$ cat src/hdl/sol_pkg.sv
// ----------------------------------------------------------------------------
// sol_pkg
// Shared types and constants for the search open list table: operation and
// status codes, the stored node layout and the sequencer states.
// ----------------------------------------------------------------------------
package sol_pkg;

    typedef enum logic [1:0] {
        OP_ADD    = 2'd0,
        OP_REMOVE = 2'd1,
        OP_FIND   = 2'd2,
        OP_BEST   = 2'd3
    } t_op;

    typedef enum logic [1:0] {
        STAT_DONE = 2'd0,
        STAT_FULL = 2'd1,
        STAT_MISS = 2'd2
    } t_status;

    typedef enum logic [1:0] {
        ST_IDLE,
        ST_RMV_CAP,
        ST_SHIFT,
        ST_SCAN
    } t_state;

    localparam int unsigned COORD_W = 16;
    localparam int unsigned COST_W  = 24;
    localparam int unsigned SUM_W   = COST_W + 1;

    // 10000.0 in unsigned Q17.8
    localparam logic [SUM_W-1:0] COST_LIMIT = SUM_W'(10000 * 256);

    typedef struct packed {
        logic [COORD_W-1:0] x;
        logic [COORD_W-1:0] y;
        logic [COST_W-1:0]  g;
        logic [COST_W-1:0]  h;
    } t_node;

    localparam int unsigned NODE_W = $bits(t_node);

    typedef struct packed {
        logic             match;
        logic             less;
        logic [SUM_W-1:0] sum;
    } t_eval;

endpackage

$ cat src/hdl/sol_eval.sv
// ----------------------------------------------------------------------------
// sol_eval
// Shared compare unit of the scan: position match against the search key and
// total cost g+h against the best cost so far.
// ----------------------------------------------------------------------------
module sol_eval (
    input  sol_pkg::t_node                  i_node,
    input  logic [sol_pkg::COORD_W-1:0]     i_key_x,
    input  logic [sol_pkg::COORD_W-1:0]     i_key_y,
    input  logic [sol_pkg::SUM_W-1:0]       i_best,
    output sol_pkg::t_eval                  o_res
);

    import sol_pkg::*;

    logic [SUM_W-1:0] sum;

    assign sum = {1'b0, i_node.g} + {1'b0, i_node.h};

    always_comb begin
        o_res.match = (i_node.x == i_key_x) && (i_node.y == i_key_y);
        o_res.less  = (sum < i_best);
        o_res.sum   = sum;
    end

endmodule
$ cat config.mk
export PLATFORM = sky130hd
export DESIGN_NAME = sol_eval
export DESIGN_NICKNAME = d
export VERILOG_FILES = /design/src/hdl/sol_pkg.sv /design/src/hdl/sol_eval.sv
export SDC_FILE = /design/constraint.sdc
export NUM_CORES = 1
export LEC_CHECK = 0
export BUFFER_PORTS_ARGS = -buffer_cell sky130_fd_sc_hd__buf_4
export CORE_MARGIN = 2
export CORE_UTILIZATION = 42
export DETAILED_ROUTE_END_ITERATION = 8
export PLACE_DENSITY_LB_ADDON = 0.2
export SLEW_MARGIN = 10
export SYNTH_ARGS = -nofsm -noshare
export SYNTH_HDL_FRONTEND = slang
export SYNTH_SLANG_ARGS = --single-unit
$ cat constraint.sdc
create_clock -name vclk -period 5.3
set_clock_uncertainty 0.2 [all_clocks]
set_input_delay 1.06 -clock vclk [all_inputs]
set_output_delay 1.06 -clock vclk [all_outputs]
set_load 0.03 [all_outputs]
==> results.tsv <==
stage	metric	value	unit
pwr	p_clk_share	0	%
sta	setup_viol	0	
routing	wl_per_cell	13.6	um
sta	tightestPinTransition	0.488	ns
yosys	yosysWarnings	0	
placed_design	dpl-instance-area	0.00355	sq mm
pwr	p_leak	2.02	nW
floorplan	fp.dieW	74.2	um
pwr	power	0.000570	W
yosys	syn-num-nets	461	
routing	dr_total_vias	2697	
routing	ant_nets	0	
floorplan	start_util	43.8	%
cells_and_area	seq_cells	0	
grt	grt_max_degree	7	
yosys	synth.most_common_cell	ha_1	
routing	drtIter0Drc	51	
yosys	ys_seq_area_share	0	%
floorplan	rows	25	
yosys	yosys.area.top_type	ha_1	
run_status	status	finished, final reports clean	
cells_and_area	multiInputGateArea	0.00210	sq mm
yosys	synth_top_area_share	29.0	%
placed_design	hpwl	6260	um
critical_path	critPathArrivalTime	4.00	ns
worst_hold_path	min_path_type	input pin to primary output	
grt	grt_pass1_vias	2621	
floorplan	die_h	74.2	um
floorplan	dieArea	0.00551	sq mm
critical_path	cp-start-kind	input pin	
cells_and_area	areaGrowthSynthToFinish	79.0	%
pwr	p_int	0.000275	W
pwr	ir_drop	0.0855	mV
sta	fin_crit	5.26	ns
placed_design	gp_congestion	0.899	
critical_path	crit_path_end_kind	primary output	
sta	post-route-period-util	99.2	%
pwr	sequentialPowerShare	0	%
yosys	synth.area.top_cells	ha_1 29%, xor2_1 16%, xnor2_1 6.3%	
routing	totalWireLength	7130	um
cells_and_area	fin_cells	525	
yosys	synth_commonest_cells	48 x ha_1, 39 x xor2_1, 34 x inv_1	
yosys	netlist-cell-type-count	42	
pwr	switchingPower	0.000295	W
cells_and_area	clkbuf_count	0	
cells_and_area	register_area	0	sq um
clock_network	cts_hold_buf	0	
pwr	powerDensity	154	mW/mm^2
routing	drt-pass1-iter-count	4	
cells_and_area	finalInstanceArea	0.00371	sq mm
sta	fmax	190	MHz
grt	grt_usage	24.1	%
floorplan	io_pins	164	
yosys	avgSynthCellArea	7.53	sq um
sta	rsz0062_at_grt	true	
critical_path	worst-endpoint-required	4.04	ns
sta	hold_violations	0	
sta	slew_headroom	67.2	%
cells_and_area	drive_gt1_share	48.3	%
pwr	combPwrFrac	100.0	%
cells_and_area	diodes	0	
yosys	synthesis.area	0.00207	sq mm
pwr	switching_share	51.7	%
routing	route.detailed.drc	0	
critical_path	critical_path_class	input pin to primary output	
placed_design	port_buffers	164	
grt	grt_pass1_wl	10700	um
grt	grt_antenna_before_repair	0	
cells_and_area	finalNetCount	646	
sta	tns	0	ns
critical_path	worstPathMaxFanout	2	
cells_and_area	filler_cell_count	336	
sta	final-max-slew-violation-count	0	
placed_design	dpl.cell_count	520	
routing	avgViaCountPerCell	5.14	
grt	overflow	0	
floorplan	core_area	0.00472	sq mm
yosys	netlist_instances	275	
job	drv_cap	0	
[worst paths after layout]
| path | cells past startpoint | endpoint | start |
|---|---|---|---|
| max | 20 | o_res[25] | i_node[24] |
| min | 3 | o_res[0] | i_node[0] |
[placed cells by master (no fill, tap or decap), types with 2 or more instances in the layout]
| cell type | netlist | final |
|---|---|---|
| o21ai_2 | 0 | 3 |
| o21ai_1 | 3 | 2 |
| and3_1 | 2 | 2 |
| nor2b_1 | 3 | 2 |
| inv_1 | 34 | 33 |
| ha_4 | 0 | 2 |
| a21o_1 | 16 | 16 |
| nor3_1 | 3 | 2 |
| nor2_2 | 1 | 2 |
| o21ai_0 | 11 | 9 |
| xor2_1 | 39 | 38 |
| ha_1 | 48 | 45 |
| a21oi_2 | 2 | 7 |
| nor2_1 | 10 | 9 |
| a21oi_1 | 23 | 17 |
| xnor2_1 | 15 | 10 |
| nand2_1 | 12 | 12 |
| o21bai_1 | 4 | 4 |
| xnor2_2 | 0 | 5 |
| o21a_1 | 2 | 2 |
| nand3_1 | 6 | 5 |
| buf_4 | 0 | 181 |
| nand4_1 | 6 | 6 |
| buf_6 | 0 | 3 |
| nand2b_1 | 4 | 3 |
| a31oi_1 | 3 | 2 |
| nor4_1 | 8 | 8 |
[per-layer routing]
layer  global-route usage, %  share of wire [%]  up-vias
li1                        -                  -     1357
met5                       0                  0        -
met2                    50.4                 55      119
met4                    2.98               0.97        0
met1                    25.4                 36     1213
met3                    3.79                7.9        8
[worst max-delay path, stage by stage]
cell and delay, ns:
buf_6 0.10, ha_4 0.16, inv_2 0.05, fa_2 0.22
nor2b_4 0.05, o2111ai_2 0.20, nand3_2 0.14, a21o_1 0.19
a21o_1 0.20, a21oi_2 0.19, xnor2_2 0.14, ha_1 0.26
a21o_1 0.18, a21o_1 0.16, a21oi_2 0.12, o21ai_1 0.08
nand2_1 0.07, o211ai_1 0.12, a31oi_4 0.17, buf_6 0.15
[logic make-up after synthesis]
logic type      count (synthesis)  share of synthesized area (%)
compound gates                 77                           24.8
xor+xnor                       54                           22.8
fa+ha+maj                      49                           30.0
buf+inv                        35                           6.40
simple gates                   60                           16.0
[per-stage QoR]
step	hold slack, ns	util [%]	worst slack [ns]
2_1_floorplan	2.19	-	0.0210
6_report	2.25	78.5	0.0431
3_5_place_dp	2.27	75.2	-0.112
3_3_place_gp	2.26	75.2	-0.0848
5_1_grt	2.25	78.5	-0.160
4_1_cts	2.28	76.4	0.0184
[timing repair]
action	in CTS	in global routing
resized for setup	11	17
setup buffers	3	2
pin swaps	11	19
cloned	0	0
setup endpoints to repair	1	1
[power groups by stage]
stage          Combinational (W)  Clock, W  Sequential, W
3_5_place_dp            0.000540         0              0
3_3_place_gp            0.000531         0              0
4_1_cts                 0.000552         0              0
6_report                0.000570         0              0
2_1_floorplan           0.000322         0              0
5_1_grt                 0.000621         0              0
[area by class of cell]
cell class / count / area share [%]
Inverter: 34 / 3.44
Multi-Input combinational cell: 240 / 56.7
Tap cell: 67 / 2.26
Timing Repair Buffer: 184 / 37.6
Note: power is estimated with default switching activity, not from simulation.
